**config.mk**
```make
export PLATFORM = sky130hd
export DESIGN_NAME = um_register_alu_unit_flat
export DESIGN_NICKNAME = d
export VERILOG_FILES = /design/src/hw/rtl/regalu_pkg.sv /design/src/hw/rtl/regalu_chan_if.sv /design/src/hw/rtl/regalu_front.sv /design/src/hw/rtl/regalu_queue.sv /design/src/hw/rtl/regalu_div.sv /design/src/hw/rtl/regalu_back.sv /design/src/hw/rtl/um_register_alu_unit.sv /design/src/flat_wrapper.sv
export SDC_FILE = /design/constraint.sdc
export NUM_CORES = 2
export LEC_CHECK = 0
export BUFFER_PORTS_ARGS = -buffer_cell sky130_fd_sc_hd__buf_2
export CELL_PAD_IN_SITES_DETAIL_PLACEMENT = 0
export CELL_PAD_IN_SITES_GLOBAL_PLACEMENT = 1
export CORE_MARGIN = 2
export CORE_UTILIZATION = 50
export CTS_BUF_LIST = sky130_fd_sc_hd__clkbuf_4 sky130_fd_sc_hd__clkbuf_8 sky130_fd_sc_hd__clkbuf_16
export DETAILED_ROUTE_END_ITERATION = 8
export GPL_TIMING_DRIVEN = 0
export PLACE_DENSITY_LB_ADDON = 0.1
export SYNTH_ARGS = -nofsm -noshare
export SYNTH_HDL_FRONTEND = slang
export SYNTH_HIERARCHICAL = 1
export SYNTH_SLANG_ARGS = --single-unit
```
**constraint.sdc**
```tcl
create_clock -name clk -period 10.45 [get_ports clk]
set_clock_uncertainty 0.15 [all_clocks]
set_input_delay 1.045 -clock clk [delete_from_list [all_inputs] [get_ports clk]]
set_output_delay 1.045 -clock clk [all_outputs]
set_load 0.05 [all_outputs]
```
**src/hw/rtl/regalu_pkg.sv**
```systemverilog
package regalu_pkg;

    typedef enum logic [2:0] {
        OP_CMOV   = 3'd0,
        OP_ADD    = 3'd1,
        OP_MUL    = 3'd2,
        OP_DIV    = 3'd3,
        OP_NAND   = 3'd4,
        OP_LOADI  = 3'd5,
        OP_OUTPUT = 3'd6,
        OP_INPUT  = 3'd7
    } op_t;

    localparam logic [1:0] ERR_NONE      = 2'd0;
    localparam logic [1:0] ERR_DIV_ZERO  = 2'd1;
    localparam logic [1:0] ERR_OUT_RANGE = 2'd2;

    localparam int unsigned WORD_W  = 32;
    localparam int unsigned CHAR_W  = 8;
    localparam int unsigned IDX_W   = 3;
    localparam int unsigned NUM_REG = 8;

    // decoded item as it travels from the front end to the execute side
    typedef struct packed {
        op_t                op;
        logic [IDX_W-1:0]   dest;
        logic [IDX_W-1:0]   src_b;
        logic [IDX_W-1:0]   src_c;
        logic [WORD_W-1:0]  value;
    } item_t;

endpackage

```
**src/hw/rtl/regalu_chan_if.sv**
```systemverilog
interface regalu_in_if;
    logic        valid;
    logic        ready;
    logic [2:0]  command;
    logic [2:0]  reg_a;
    logic [2:0]  reg_b;
    logic [2:0]  reg_c;
    logic [31:0] immediate;
    logic [7:0]  char_in;
    logic        at_eof;

    modport source (
        output valid, command, reg_a, reg_b, reg_c, immediate, char_in, at_eof,
        input  ready
    );
    modport sink (
        input  valid, command, reg_a, reg_b, reg_c, immediate, char_in, at_eof,
        output ready
    );
endinterface

interface regalu_out_if;
    logic        valid;
    logic        ready;
    logic        char_valid;
    logic [7:0]  char_out;
    logic [1:0]  error_code;

    modport source (
        output valid, char_valid, char_out, error_code,
        input  ready
    );
    modport sink (
        input  valid, char_valid, char_out, error_code,
        output ready
    );
endinterface

```
**src/hw/rtl/regalu_front.sv**
```systemverilog
module regalu_front (
    regalu_in_if.sink           req,
    output logic                push_valid,
    output regalu_pkg::item_t   push_item,
    input  logic                push_ready
);
    import regalu_pkg::*;

    op_t op;

    assign op         = op_t'(req.command);
    assign push_valid = req.valid;
    assign req.ready  = push_ready;

    always_comb
    begin
        push_item.op    = op;
        push_item.src_b = req.reg_b;
        push_item.src_c = req.reg_c;
        push_item.dest  = req.reg_a;
        push_item.value = req.immediate;
        unique case (op)
            OP_INPUT:
            begin
                // input writes register c
                push_item.dest  = req.reg_c;
                push_item.value = req.at_eof ? {WORD_W{1'b1}}
                                             : {{(WORD_W-CHAR_W){1'b0}}, req.char_in};
            end
            OP_LOADI:
            begin
                push_item.value = req.immediate;
            end
            OP_CMOV, OP_ADD, OP_MUL, OP_DIV, OP_NAND, OP_OUTPUT:
            begin
                push_item.value = '0;
            end
        endcase
    end

endmodule

```
**src/hw/rtl/regalu_queue.sv**
```systemverilog
module regalu_queue (
    input  logic                clk,
    input  logic                rst_n,
    input  logic                push_valid,
    input  regalu_pkg::item_t   push_item,
    output logic                push_ready,
    output logic                pop_valid,
    output regalu_pkg::item_t   pop_item,
    input  logic                pop_ready
);
    import regalu_pkg::*;

    item_t       entry_reg [2];
    logic        wr_ptr_reg;
    logic        wr_ptr_next;
    logic        rd_ptr_reg;
    logic        rd_ptr_next;
    logic [1:0]  cnt_reg;
    logic [1:0]  cnt_next;
    logic        push;
    logic        pop;

    assign push_ready = (cnt_reg != 2'd2);
    assign pop_valid  = (cnt_reg != 2'd0);
    assign push       = push_valid && push_ready;
    assign pop        = pop_valid && pop_ready;
    assign pop_item   = entry_reg[rd_ptr_reg];

    always_comb
    begin
        wr_ptr_next = push ? ~wr_ptr_reg : wr_ptr_reg;
        rd_ptr_next = pop ? ~rd_ptr_reg : rd_ptr_reg;
        cnt_next    = cnt_reg + 2'(push) - 2'(pop);
    end

    always_ff @(posedge clk or negedge rst_n)
    begin
        if (!rst_n)
        begin
            wr_ptr_reg <= 1'b0;
            rd_ptr_reg <= 1'b0;
            cnt_reg    <= 2'd0;
        end
        else
        begin
            wr_ptr_reg <= wr_ptr_next;
            rd_ptr_reg <= rd_ptr_next;
            cnt_reg    <= cnt_next;
        end
    end

    always_ff @(posedge clk)
    begin
        if (push)
        begin
            entry_reg[wr_ptr_reg] <= push_item;
        end
    end

endmodule

```
**src/hw/rtl/regalu_div.sv**
```systemverilog
module regalu_div (
    input  logic         clk,
    input  logic         rst_n,
    input  logic         start,
    input  logic [31:0]  dividend,
    input  logic [31:0]  divisor,
    output logic         done,
    output logic [31:0]  quotient
);
    import regalu_pkg::*;

    localparam int unsigned CNT_W = $clog2(WORD_W);

    logic              busy_reg;
    logic              busy_next;
    logic              done_reg;
    logic              done_next;
    logic [CNT_W-1:0]  cnt_reg;
    logic [CNT_W-1:0]  cnt_next;
    logic [WORD_W-1:0] rem_reg;
    logic [WORD_W-1:0] quo_reg;
    logic [WORD_W-1:0] dvs_reg;
    logic [WORD_W:0]   trial;
    logic [WORD_W:0]   diff;

    // one quotient bit per cycle, restoring
    assign trial    = {rem_reg, quo_reg[WORD_W-1]};
    assign diff     = trial - {1'b0, dvs_reg};
    assign done     = done_reg;
    assign quotient = quo_reg;

    always_comb
    begin
        busy_next = busy_reg;
        done_next = 1'b0;
        cnt_next  = cnt_reg;
        if (start)
        begin
            busy_next = 1'b1;
            cnt_next  = '0;
        end
        else if (busy_reg)
        begin
            cnt_next = cnt_reg + CNT_W'(1);
            if (cnt_reg == CNT_W'(WORD_W - 1))
            begin
                busy_next = 1'b0;
                done_next = 1'b1;
            end
        end
    end

    always_ff @(posedge clk or negedge rst_n)
    begin
        if (!rst_n)
        begin
            busy_reg <= 1'b0;
            done_reg <= 1'b0;
            cnt_reg  <= '0;
        end
        else
        begin
            busy_reg <= busy_next;
            done_reg <= done_next;
            cnt_reg  <= cnt_next;
        end
    end

    always_ff @(posedge clk)
    begin
        if (start)
        begin
            rem_reg <= '0;
            quo_reg <= dividend;
            dvs_reg <= divisor;
        end
        else if (busy_reg)
        begin
            rem_reg <= diff[WORD_W] ? trial[WORD_W-1:0] : diff[WORD_W-1:0];
            quo_reg <= {quo_reg[WORD_W-2:0], ~diff[WORD_W]};
        end
    end

endmodule

```
**src/hw/rtl/regalu_back.sv**
```systemverilog
module regalu_back (
    input  logic                clk,
    input  logic                rst_n,
    input  logic                pop_valid,
    input  regalu_pkg::item_t   pop_item,
    output logic                pop_ready,
    regalu_out_if.source        rsp
);
    import regalu_pkg::*;

    typedef enum logic [4:0] {
        S_IDLE = 5'b00001,
        S_EXEC = 5'b00010,
        S_MUL  = 5'b00100,
        S_DIV  = 5'b01000,
        S_OUT  = 5'b10000
    } state_t;

    state_t             state_reg;
    state_t             state_next;
    item_t              item_reg;
    logic [WORD_W-1:0]  rf_reg [NUM_REG];
    logic [NUM_REG-1:0] rf_vld_reg;
    logic [WORD_W-1:0]  rd_b_reg;
    logic [WORD_W-1:0]  rd_c_reg;
    logic               rdv_b_reg;
    logic               rdv_c_reg;
    logic [WORD_W-1:0]  prod_reg;
    logic               char_valid_reg;
    logic               char_valid_next;
    logic [CHAR_W-1:0]  char_out_reg;
    logic [CHAR_W-1:0]  char_out_next;
    logic [1:0]         err_reg;
    logic [1:0]         err_next;
    logic [WORD_W-1:0]  vb;
    logic [WORD_W-1:0]  vc;
    logic               vc_zero;
    logic               wr_en;
    logic [WORD_W-1:0]  wr_data;
    logic               div_start;
    logic               div_done;
    logic [WORD_W-1:0]  div_quo;

    // a register never written since reset reads as zero
    assign vb      = rdv_b_reg ? rd_b_reg : '0;
    assign vc      = rdv_c_reg ? rd_c_reg : '0;
    assign vc_zero = (vc == '0);

    assign pop_ready      = (state_reg == S_IDLE);
    assign rsp.valid      = (state_reg == S_OUT);
    assign rsp.char_valid = char_valid_reg;
    assign rsp.char_out   = char_out_reg;
    assign rsp.error_code = err_reg;

    assign div_start = (state_reg == S_EXEC) && (item_reg.op == OP_DIV) && !vc_zero;

    regalu_div u_div (
        .clk      (clk),
        .rst_n    (rst_n),
        .start    (div_start),
        .dividend (vb),
        .divisor  (vc),
        .done     (div_done),
        .quotient (div_quo)
    );

    always_comb
    begin
        state_next      = state_reg;
        wr_en           = 1'b0;
        wr_data         = '0;
        char_valid_next = char_valid_reg;
        char_out_next   = char_out_reg;
        err_next        = err_reg;
        unique case (state_reg)
            S_IDLE:
            begin
                if (pop_valid)
                begin
                    state_next = S_EXEC;
                end
            end
            S_EXEC:
            begin
                char_valid_next = 1'b0;
                char_out_next   = '0;
                err_next        = ERR_NONE;
                state_next      = S_OUT;
                unique case (item_reg.op)
                    OP_CMOV:
                    begin
                        wr_en   = !vc_zero;
                        wr_data = vb;
                    end
                    OP_ADD:
                    begin
                        wr_en   = 1'b1;
                        wr_data = vb + vc;
                    end
                    OP_MUL:
                    begin
                        state_next = S_MUL;
                    end
                    OP_DIV:
                    begin
                        if (vc_zero)
                        begin
                            err_next = ERR_DIV_ZERO;
                        end
                        else
                        begin
                            state_next = S_DIV;
                        end
                    end
                    OP_NAND:
                    begin
                        wr_en   = 1'b1;
                        wr_data = ~(vb & vc);
                    end
                    OP_LOADI, OP_INPUT:
                    begin
                        wr_en   = 1'b1;
                        wr_data = item_reg.value;
                    end
                    OP_OUTPUT:
                    begin
                        if (vc[WORD_W-1:CHAR_W] != '0)
                        begin
                            err_next = ERR_OUT_RANGE;
                        end
                        else
                        begin
                            char_valid_next = 1'b1;
                            char_out_next   = vc[CHAR_W-1:0];
                        end
                    end
                endcase
            end
            S_MUL:
            begin
                wr_en      = 1'b1;
                wr_data    = prod_reg;
                state_next = S_OUT;
            end
            S_DIV:
            begin
                if (div_done)
                begin
                    wr_en      = 1'b1;
                    wr_data    = div_quo;
                    state_next = S_OUT;
                end
            end
            S_OUT:
            begin
                if (rsp.ready)
                begin
                    state_next = S_IDLE;
                end
            end
            default:
            begin
                state_next = S_IDLE;
            end
        endcase
    end

    always_ff @(posedge clk or negedge rst_n)
    begin
        if (!rst_n)
        begin
            state_reg  <= S_IDLE;
            rf_vld_reg <= '0;
        end
        else
        begin
            state_reg <= state_next;
            if (wr_en)
            begin
                rf_vld_reg[item_reg.dest] <= 1'b1;
            end
        end
    end

    always_ff @(posedge clk)
    begin
        rd_b_reg       <= rf_reg[pop_item.src_b];
        rd_c_reg       <= rf_reg[pop_item.src_c];
        rdv_b_reg      <= rf_vld_reg[pop_item.src_b];
        rdv_c_reg      <= rf_vld_reg[pop_item.src_c];
        prod_reg       <= vb * vc;
        char_valid_reg <= char_valid_next;
        char_out_reg   <= char_out_next;
        err_reg        <= err_next;
        if (pop_valid && pop_ready)
        begin
            item_reg <= pop_item;
        end
        if (wr_en)
        begin
            rf_reg[item_reg.dest] <= wr_data;
        end
    end

endmodule

```
**src/hw/rtl/um_register_alu_unit.sv**
```systemverilog
// register unit: eight 32-bit registers worked on by one instruction per item
// req channel: command, reg_a, reg_b, reg_c, immediate, char_in, at_eof
// rsp channel: char_valid, char_out, error_code, exactly one item per req item
// both channels move an item when valid and ready are high at a rising clk
// the front end decodes each item into a two-entry queue and stays ready
// while that queue has room, so it keeps taking items while a result waits
// the back end runs one item at a time out of the queue:
//   cmov, add, nand, load immediate, output, input: S_EXEC, then S_OUT (rsp valid)
//   mul: S_EXEC, S_MUL, then S_OUT; the product is registered before the write
//   div: S_EXEC, then S_DIV until the radix-2 divider is done, one quotient bit a cycle
// plus the return to S_IDLE after rsp is taken, before the next queue read
// a fault (divide by zero, output value of 256 or more) leaves the registers
// untouched and only sets error_code
// a stalled rsp holds its item, and the queue fills before req.ready drops
// reset (rst_n low, asynchronous) makes all registers read as zero, empties the
// queue and drops rsp.valid
module um_register_alu_unit (
    input  logic          clk,
    input  logic          rst_n,
    regalu_in_if.sink     req,
    regalu_out_if.source  rsp
);
    import regalu_pkg::*;

    logic   push_valid;
    logic   push_ready;
    item_t  push_item;
    logic   pop_valid;
    logic   pop_ready;
    item_t  pop_item;

    regalu_front u_front (
        .req        (req),
        .push_valid (push_valid),
        .push_item  (push_item),
        .push_ready (push_ready)
    );

    regalu_queue u_queue (
        .clk        (clk),
        .rst_n      (rst_n),
        .push_valid (push_valid),
        .push_item  (push_item),
        .push_ready (push_ready),
        .pop_valid  (pop_valid),
        .pop_item   (pop_item),
        .pop_ready  (pop_ready)
    );

    regalu_back u_back (
        .clk       (clk),
        .rst_n     (rst_n),
        .pop_valid (pop_valid),
        .pop_item  (pop_item),
        .pop_ready (pop_ready),
        .rsp       (rsp)
    );

endmodule

```
**src/flat_wrapper.sv**
```systemverilog
// flat-port wrapper written by rule: the top's interface ports become plain ports
module um_register_alu_unit_flat import regalu_pkg::*;
  (clk, rst_n, req_valid, req_command, req_reg_a, req_reg_b, req_reg_c, req_immediate, req_char_in, req_at_eof, req_ready, rsp_valid, rsp_char_valid, rsp_char_out, rsp_error_code, rsp_ready);
  regalu_in_if req_i ();
  regalu_out_if rsp_i ();
  input  logic clk;
  input  logic rst_n;
  input wire logic [$bits(req_i.valid)-1:0] req_valid;
  input wire logic [$bits(req_i.command)-1:0] req_command;
  input wire logic [$bits(req_i.reg_a)-1:0] req_reg_a;
  input wire logic [$bits(req_i.reg_b)-1:0] req_reg_b;
  input wire logic [$bits(req_i.reg_c)-1:0] req_reg_c;
  input wire logic [$bits(req_i.immediate)-1:0] req_immediate;
  input wire logic [$bits(req_i.char_in)-1:0] req_char_in;
  input wire logic [$bits(req_i.at_eof)-1:0] req_at_eof;
  output wire logic [$bits(req_i.ready)-1:0] req_ready;
  output wire logic [$bits(rsp_i.valid)-1:0] rsp_valid;
  output wire logic [$bits(rsp_i.char_valid)-1:0] rsp_char_valid;
  output wire logic [$bits(rsp_i.char_out)-1:0] rsp_char_out;
  output wire logic [$bits(rsp_i.error_code)-1:0] rsp_error_code;
  input wire logic [$bits(rsp_i.ready)-1:0] rsp_ready;
  assign req_i.valid = req_valid;
  assign req_i.command = req_command;
  assign req_i.reg_a = req_reg_a;
  assign req_i.reg_b = req_reg_b;
  assign req_i.reg_c = req_reg_c;
  assign req_i.immediate = req_immediate;
  assign req_i.char_in = req_char_in;
  assign req_i.at_eof = req_at_eof;
  assign req_ready = req_i.ready;
  assign rsp_valid = rsp_i.valid;
  assign rsp_char_valid = rsp_i.char_valid;
  assign rsp_char_out = rsp_i.char_out;
  assign rsp_error_code = rsp_i.error_code;
  assign rsp_i.ready = rsp_ready;
  um_register_alu_unit u_core (.clk(clk), .rst_n(rst_n), .req(req_i), .rsp(rsp_i));
endmodule
```
# Yosys cells after proc, flatten, opt, wreduce, memory -nomap -nowiden
# Memory sizes are Yosys's and may differ from the RTL's. A register that Yosys moved wholly into a read port is not among the register bits.
# Index checks and enable logic that the tools add are counted.
[totals]
ramBits = 344
wordCells = 122
n_memories = 2
inputBits = 57
ff_bits = 203
out_inout_bits = 13
[mem_list]
columns = ["name", "words", "word_bits", "rd", "rd_ports_with_merged_regs", "wr", "line_no", "text"]
rows = [
  ["u_core.u_back.rf_reg", 8, 32, 2, 2, 1, "regalu_back.sv:22", "logic [WORD_W-1:0] rf_reg [NUM_REG];"],
  ["u_core.u_queue.entry_reg", 2, 44, 1, 0, 1, "regalu_queue.sv:13", "item_t entry_reg [2];"],
]
[op_classes]
n_mux = 42
reduce_logical = 17
addsub = 5
order_cmp = 4
bitwise = 7
multipliers = 1
eq_ne = 24
[op_table]
columns = ["op", "count"]
rows = [
  ["2-to-1 mux 32 bit", 7],
  ["case mux 32 bit (3 select lines)", 2],
  ["case mux 32 bit (4 select lines)", 1],
  ["subtractor 33 x 32 -> 33 bit", 1],
  ["adder 32 bit", 1],
  ["bitwise AND 32 bit", 1],
  ["zero test 32 bit", 1],
  ["multiplier 32 x 32 -> 32 bit", 1],
  ["NOT 32 bit", 1],
  ["2-to-1 mux 5 bit", 6],
  ["case mux 5 bit (5 select lines)", 1],
  ["equality test 3 bit, second input constant", 8],
  ["nonzero test 24 bit", 1],
  ["2-to-1 mux 1 bit", 16],
  ["equality test 3 x 2 -> 1 bit, second input constant", 4],
  ["less-than comparator 3 x 4 -> 1 bit, second input constant", 3],
  ["equality test 5 bit, second input constant", 2],
  ["case mux 5 bit (2 select lines)", 1],
  ["bitwise OR 8 bit", 1],
  ["binary-select mux 1 bit (select 3 bit)", 2],
  ["equality test 3 x 1 -> 1 bit, second input constant", 2],
  ["zero test 3 bit", 2],
  ["OR reduction 6 bit", 1],
  ["adder 5 x 1 -> 5 bit, second input constant", 1],
  ["other kinds (22)", 33],
]

# Longest topological paths before layout
[logic_depth]
depth_word = 7
depth_mapped = 30
ltp_nobuf = 27

# Modules after synthesis
# Netlist, hierarchy kept.
[modules_own_cells]
columns = ["mod", "n_inst", "area_per_inst_um2", "cells_per_inst", "seq_area_each_um2"]
rows = [
  ["regalu_back", 1, 33873.7, 2975, 11447.2],
  ["regalu_div", 1, 5878.1, 565, 2737.6],
  ["regalu_queue", 1, 3539.6, 154, 2742.6],
  ["regalu_front", 1, 563.0, 99, 0.0],
]

# Worst setup path before layout
# OpenSTA, ideal clock, no wires.
[synth_timing]
path_type = "register to register"
start = "reg u_core.u_back.rdv_c_reg"
end = "reg u_core.u_back.prod_reg[29]"
period_less_slack_ns = 7.404
n_path_buf = 4
slack_ns = 3.046
setup_ns = 0.072
path_stages_with_launch = 29
arrival_ns = 7.182
required_time_ns = 10.228
path_cell_list = "dfxtp_1 -> buf_4 -> buf_6 -> nand2_1 -> clkbuf_1 -> buf_1 -> nor2_1 -> fa_1 -> fa_1 -> fa_1 -> inv_1 -> fa_1 -> inv_1 -> fa_1 -> inv_1 -> fa_1 -> inv_1 -> fa_1 -> fa_1 -> ha_1 -> a21o_1 -> a21o_1 -> a21o_1 -> a221o_1 -> a41oi_2 -> a21oi_2 -> a21o_1 -> a21oi_2 -> xnor2_1"
[synth_between]
elab_chain_len = 2
[synth_rtl]
columns = ["item", "line_no", "text"]
rows = [
  ["start: declaration", "regalu_back.sv:27", "logic rdv_c_reg;"],
  ["start signal: assignment", "regalu_back.sv:190", "rdv_c_reg <= rf_vld_reg[pop_item.src_c];"],
  ["2-to-1 mux 32 bit", "regalu_back.sv:46", "assign vc = rdv_c_reg ? rd_c_reg : '0;"],
  ["multiplier 32 x 32 -> 32 bit", "regalu_back.sv:191", "prod_reg <= vb * vc;"],
  ["end signal: assignment", "regalu_back.sv:191", ""],
  ["end: declaration", "regalu_back.sv:28", "logic [WORD_W-1:0] prod_reg;"],
]
# Every way passes these cells.
# A chain may end at the register's enable or synchronous reset.

# Worst setup path after layout
[layout_timing]
start = "reg u_core.u_back.rdv_b_reg"
end = "reg u_core.u_back.prod_reg[26]"
[layout_between]
elab_chain_len = 2
[layout_rtl]
columns = ["item", "line_no", "text"]
rows = [
  ["start: declaration", "regalu_back.sv:26", "logic rdv_b_reg;"],
  ["start signal: assignment", "regalu_back.sv:189", "rdv_b_reg <= rf_vld_reg[pop_item.src_b];"],
  ["2-to-1 mux 32 bit", "regalu_back.sv:45", "assign vb = rdv_b_reg ? rd_b_reg : '0;"],
  ["net u_core.u_back.vb[7]", "regalu_back.sv:35", "logic [WORD_W-1:0] vb;"],
  ["multiplier 32 x 32 -> 32 bit", "regalu_back.sv:191", ""],
]
# The timed path passes the listed nets, and every way through them passes these cells.

==> impl_metrics.tcl <==
set metrics [dict create \
    status "finished with violations" \
    violations "max-capacitance violations, max-slew violations" \
    worst-path-max-fanout 11 \
    cts-root-buf "clkbuf_16" \
    port_buffers 64 \
    drive_gt1_frac 0.1538 \
    pre_cts_slack_ps 175.7 \
    ios 70 \
    first_iter_violations 2951 \
    wl_mm 144.3 \
    register_area_um2 16930 \
    num_rows 108 \
    r2r_slack_ps 170 \
    grtUsageTotal 0.3292 \
    wl_per_cell_um 27.82 \
    min_period_ps 10280 \
    path_class "reg2reg" \
    hold_viol_final 0 \
    synthTopCellsByArea "edfxtp_1, fa_1, mux4_2" \
    coreArea_um2 86890 \
    drv_cap 2 \
    r2r-end "u_core/u_back/prod_reg[26]$_DFF_P_" \
    grt_pass1_vias 31720 \
    r2r_start "u_core/u_back/rdv_b_reg$_DFF_P_" \
    die_h_um 300.2 \
    setup_viol 0 \
    cp_slowest_stage_delay_ps 850 \
    p_sw_mw 8.695 \
    ir_worst_vdd_mv 0.4502 \
    critPathSlowestCell "clkbuf_1" \
    power_leakage_nw 20.27 \
    dr.pass1.iters 9 \
    crit_end "u_core/u_back/prod_reg[26]$_DFF_P_" \
    rsz0062_at_grt "no" \
    ys.flop_type "edfxtp_1" \
    r2r_cells 25 \
    seqPwrFrac 0.210 \
    place_congestion 1.026 \
    nNetsFinal 4628 \
    fin_ws_ps 170.8 \
    ys_types 91 \
    max-clock-path-buffers 3 \
    crit_start "u_core/u_back/rdv_b_reg$_DFF_P_" \
    cp_common_cell "fa_1" \
    tns_ps 0 \
    synth-edff-count 457 \
    avgSynthCellArea_um2 11.56 \
    synth-warning-count 6 \
    vias_per_cell 5.915 \
    dpl.hpwl_mm 113.1 \
    post-cts-setup-buffer-count 0 \
    grt_overflow 0 \
    ant_nets 0 \
    fin_crit_sh 0.9837 \
    grt_first_pass_wirelength_mm 213.2 \
    cts_tree "built" \
    die-area_um2 90090 \
    cp.buffers_inverters 5 \
    yosysSeqAreaShare 0.3860 \
    p_per_area_nw_per_um2 363.6 \
    synth-seq-cells 611 \
    clk_pin_slew_ps 60 \
    max_freq_mhz 97.28 \
    required_ps 10750 \
    yosysTopAreaCell "edfxtp_1" \
    syn-num-nets 4451 \
    switching_share 0.4927 \
    tightest_slew_ps 1527 \
    area_growth_pct 10.69 \
    vias 30680 \
    drv_slew 9 \
    power_frac_comb 0.648 \
    synth_area_um2 43850 \
    dieWidth_um 300.2 \
    maxSlewHeadroom -0.02891 \
    clockPowerShare 0.142 \
    async_flop_share 0.03928 \
    ctsHtreeMaxLevel 3 \
    clkSinkCount 611 \
    clk_latency_ps 650 \
    yosys.area.top_type_share 0.3129 \
    critPathArrivalTime_ps 10580 \
    grt_max_degree 39 \
    startpoint_type "register" \
    start_util 0.5047 \
    cp.depth 25 \
    numCtsBuffers 70 \
    worstHoldPathType "reg2reg" \
    final_cell_mix "inv_1, edfxtp_1, nor2_1, fa_1, nand2_1" \
    power.internal_mw 8.954 \
    end_kind "register" \
    nFillCells 7531 \
    syn_inst 3793 \
    drc 0 \
    cp_top_family "adder cells" \
    layout_commonest_cell "inv_1" \
    multiInputGateArea_um2 24210 \
    antenna_found_initial 4 \
    largest_reg_flops 256 \
]
==> cells by family after synthesis <==
| family | Yosys count | share of synthesized area |
|---|---|---|
| AND/OR/NAND/NOR | 1002 | 0.09775 |
| buffers and inverters | 700 | 0.06328 |
| flip-flops | 611 | 0.3860 |
| adder cells (fa/ha/maj) | 601 | 0.2417 |
| AO/OA/AOI/OAI | 453 | 0.07275 |
| multiplexers | 282 | 0.1095 |
| XOR/XNOR | 144 | 0.02910 |
==> layout make-up <==
| cell class | count | share of cell area |
|---|---|---|
| clock inverters | 29 | 0.007655 |
| inverters | 512 | 0.03967 |
| diodes | 7 | 0.0003609 |
| clock buffers | 98 | 0.04165 |
| well taps | 1155 | 0.02977 |
| plain buffers | 186 | 0.01742 |
| flip-flops and latches | 611 | 0.3487 |
| repair buffers | 107 | 0.01595 |
| multi-input cells | 2482 | 0.4988 |
==> repair_timing <==
item,CTS,global route
setup endpoints to repair,0,3
gates resized for setup,0,1
hold buffers,0,0
==> how the worst min path moves through the flow <==
| stage | from | end | cells past startpoint | slack (ps) |
|---|---|---|---|---|
| floorplan | u_core/u_back/rf_vld_reg[3]$_DFFE_PN0P_ | u_core/u_back/rf_vld_reg[3]$_DFFE_PN0P_ | 1 | 300 |
| global placement | u_core/u_back/rf_vld_reg[7]$_DFFE_PN0P_ | u_core/u_back/rf_vld_reg[7]$_DFFE_PN0P_ | 1 | 310 |
| CTS | rst_n | u_core/u_back/state_reg[1]$_DFFE_PN0P_ | 1 | 330 |
| finish | u_core/u_back/rf_vld_reg[1]$_DFFE_PN0P_ | u_core/u_back/rf_vld_reg[1]$_DFFE_PN0P_ | 1 | 330 |
| global route | rst_n | u_core/u_back/rf_vld_reg[7]$_DFFE_PN0P_ | 1 | 370 |
| detailed placement | u_core/u_back/rf_vld_reg[1]$_DFFE_PN0P_ | u_core/u_back/rf_vld_reg[1]$_DFFE_PN0P_ | 1 | 330 |
==> synth_stat cells (9+ instances only) <==
cell type and instances:
o21ai_0 94, dfrtp_1 23, fa_1 410, edfxtp_1 457, nor4_1 10, a31oi_1 14, ha_1 191, nand2_1 389
or2_2 10, xnor2_1 110, xor2_1 32, dfxtp_1 130, inv_1 500, buf_2 19, buf_4 15, a21o_1 40
buf_6 9, nand3b_1 9, nor2b_1 9, mux4_2 132, mux2_2 105, and2_1 23, o21a_1 12, nand3_1 19
a222oi_1 14, clkinv_1 12, a311oi_1 19, o21bai_1 10, a22oi_1 42, nand4_1 10, a211oi_1 14, or3_1 10
mux2_4 39, buf_1 20, and3_1 13, clkbuf_1 125, a21oi_1 94, nor2_1 413, nand2b_1 40, o211ai_1 9
nor3_1 15
==> stage by stage <==
stage	area [um2]	power [mW]	hold WS, ps	utilization	std cells
2_1_floorplan	43850	10.72	295.5	-	3793
3_3_place_gp	45620	14.79	314.2	0.5250	5012
3_5_place_dp	46130	14.82	328.3	0.5309	5054
4_1_cts	48520	17.48	327.6	0.5584	5181
5_1_grt	48530	18.70	365.3	0.5585	5180
6_report	48540	17.65	332.8	0.5587	5187
==> power by group through the flow <==
| stage | Clock, mW | Combinational (mW) | Sequential [mW] |
|---|---|---|---|
| 2_1_floorplan | 0 | 7.10 | 3.61 |
| 3_3_place_gp | 0 | 11.0 | 3.75 |
| 3_5_place_dp | 0 | 11.1 | 3.74 |
| 4_1_cts | 2.56 | 11.2 | 3.70 |
| 5_1_grt | 2.66 | 12.3 | 3.74 |
| 6_report | 2.51 | 11.4 | 3.70 |
==> routing by layer <==
layer / GRT usage / wire length [um] / vias up
li1: - / - / 13230
met1: 0.4469 / 58190 / 15570
met2: 0.5071 / 65170 / 1549
met3: 0.07804 / 14030 / 329
met4: 0.1450 / 6913 / 2
met5: 0 / 10 / -
==> worst reg2reg max path: stages (launching register included) <==
cell and delay (ps):
dfxtp_1 540, buf_2 330, nand2_1 440, inv_1 320, clkbuf_1 850, ha_1 560
fa_1 510, fa_1 470, fa_1 610, inv_1 80, fa_1 390, inv_1 90
fa_1 390, ha_1 310, fa_1 540, fa_1 450, ha_1 450, a21o_1 260
a21oi_1 100, o21ai_0 260, a31oi_1 120, a21boi_1 550, o21ai_1 330, a21boi_1 270
nor2_1 80, xnor2_1 650
(Power assumes the default switching activity.)
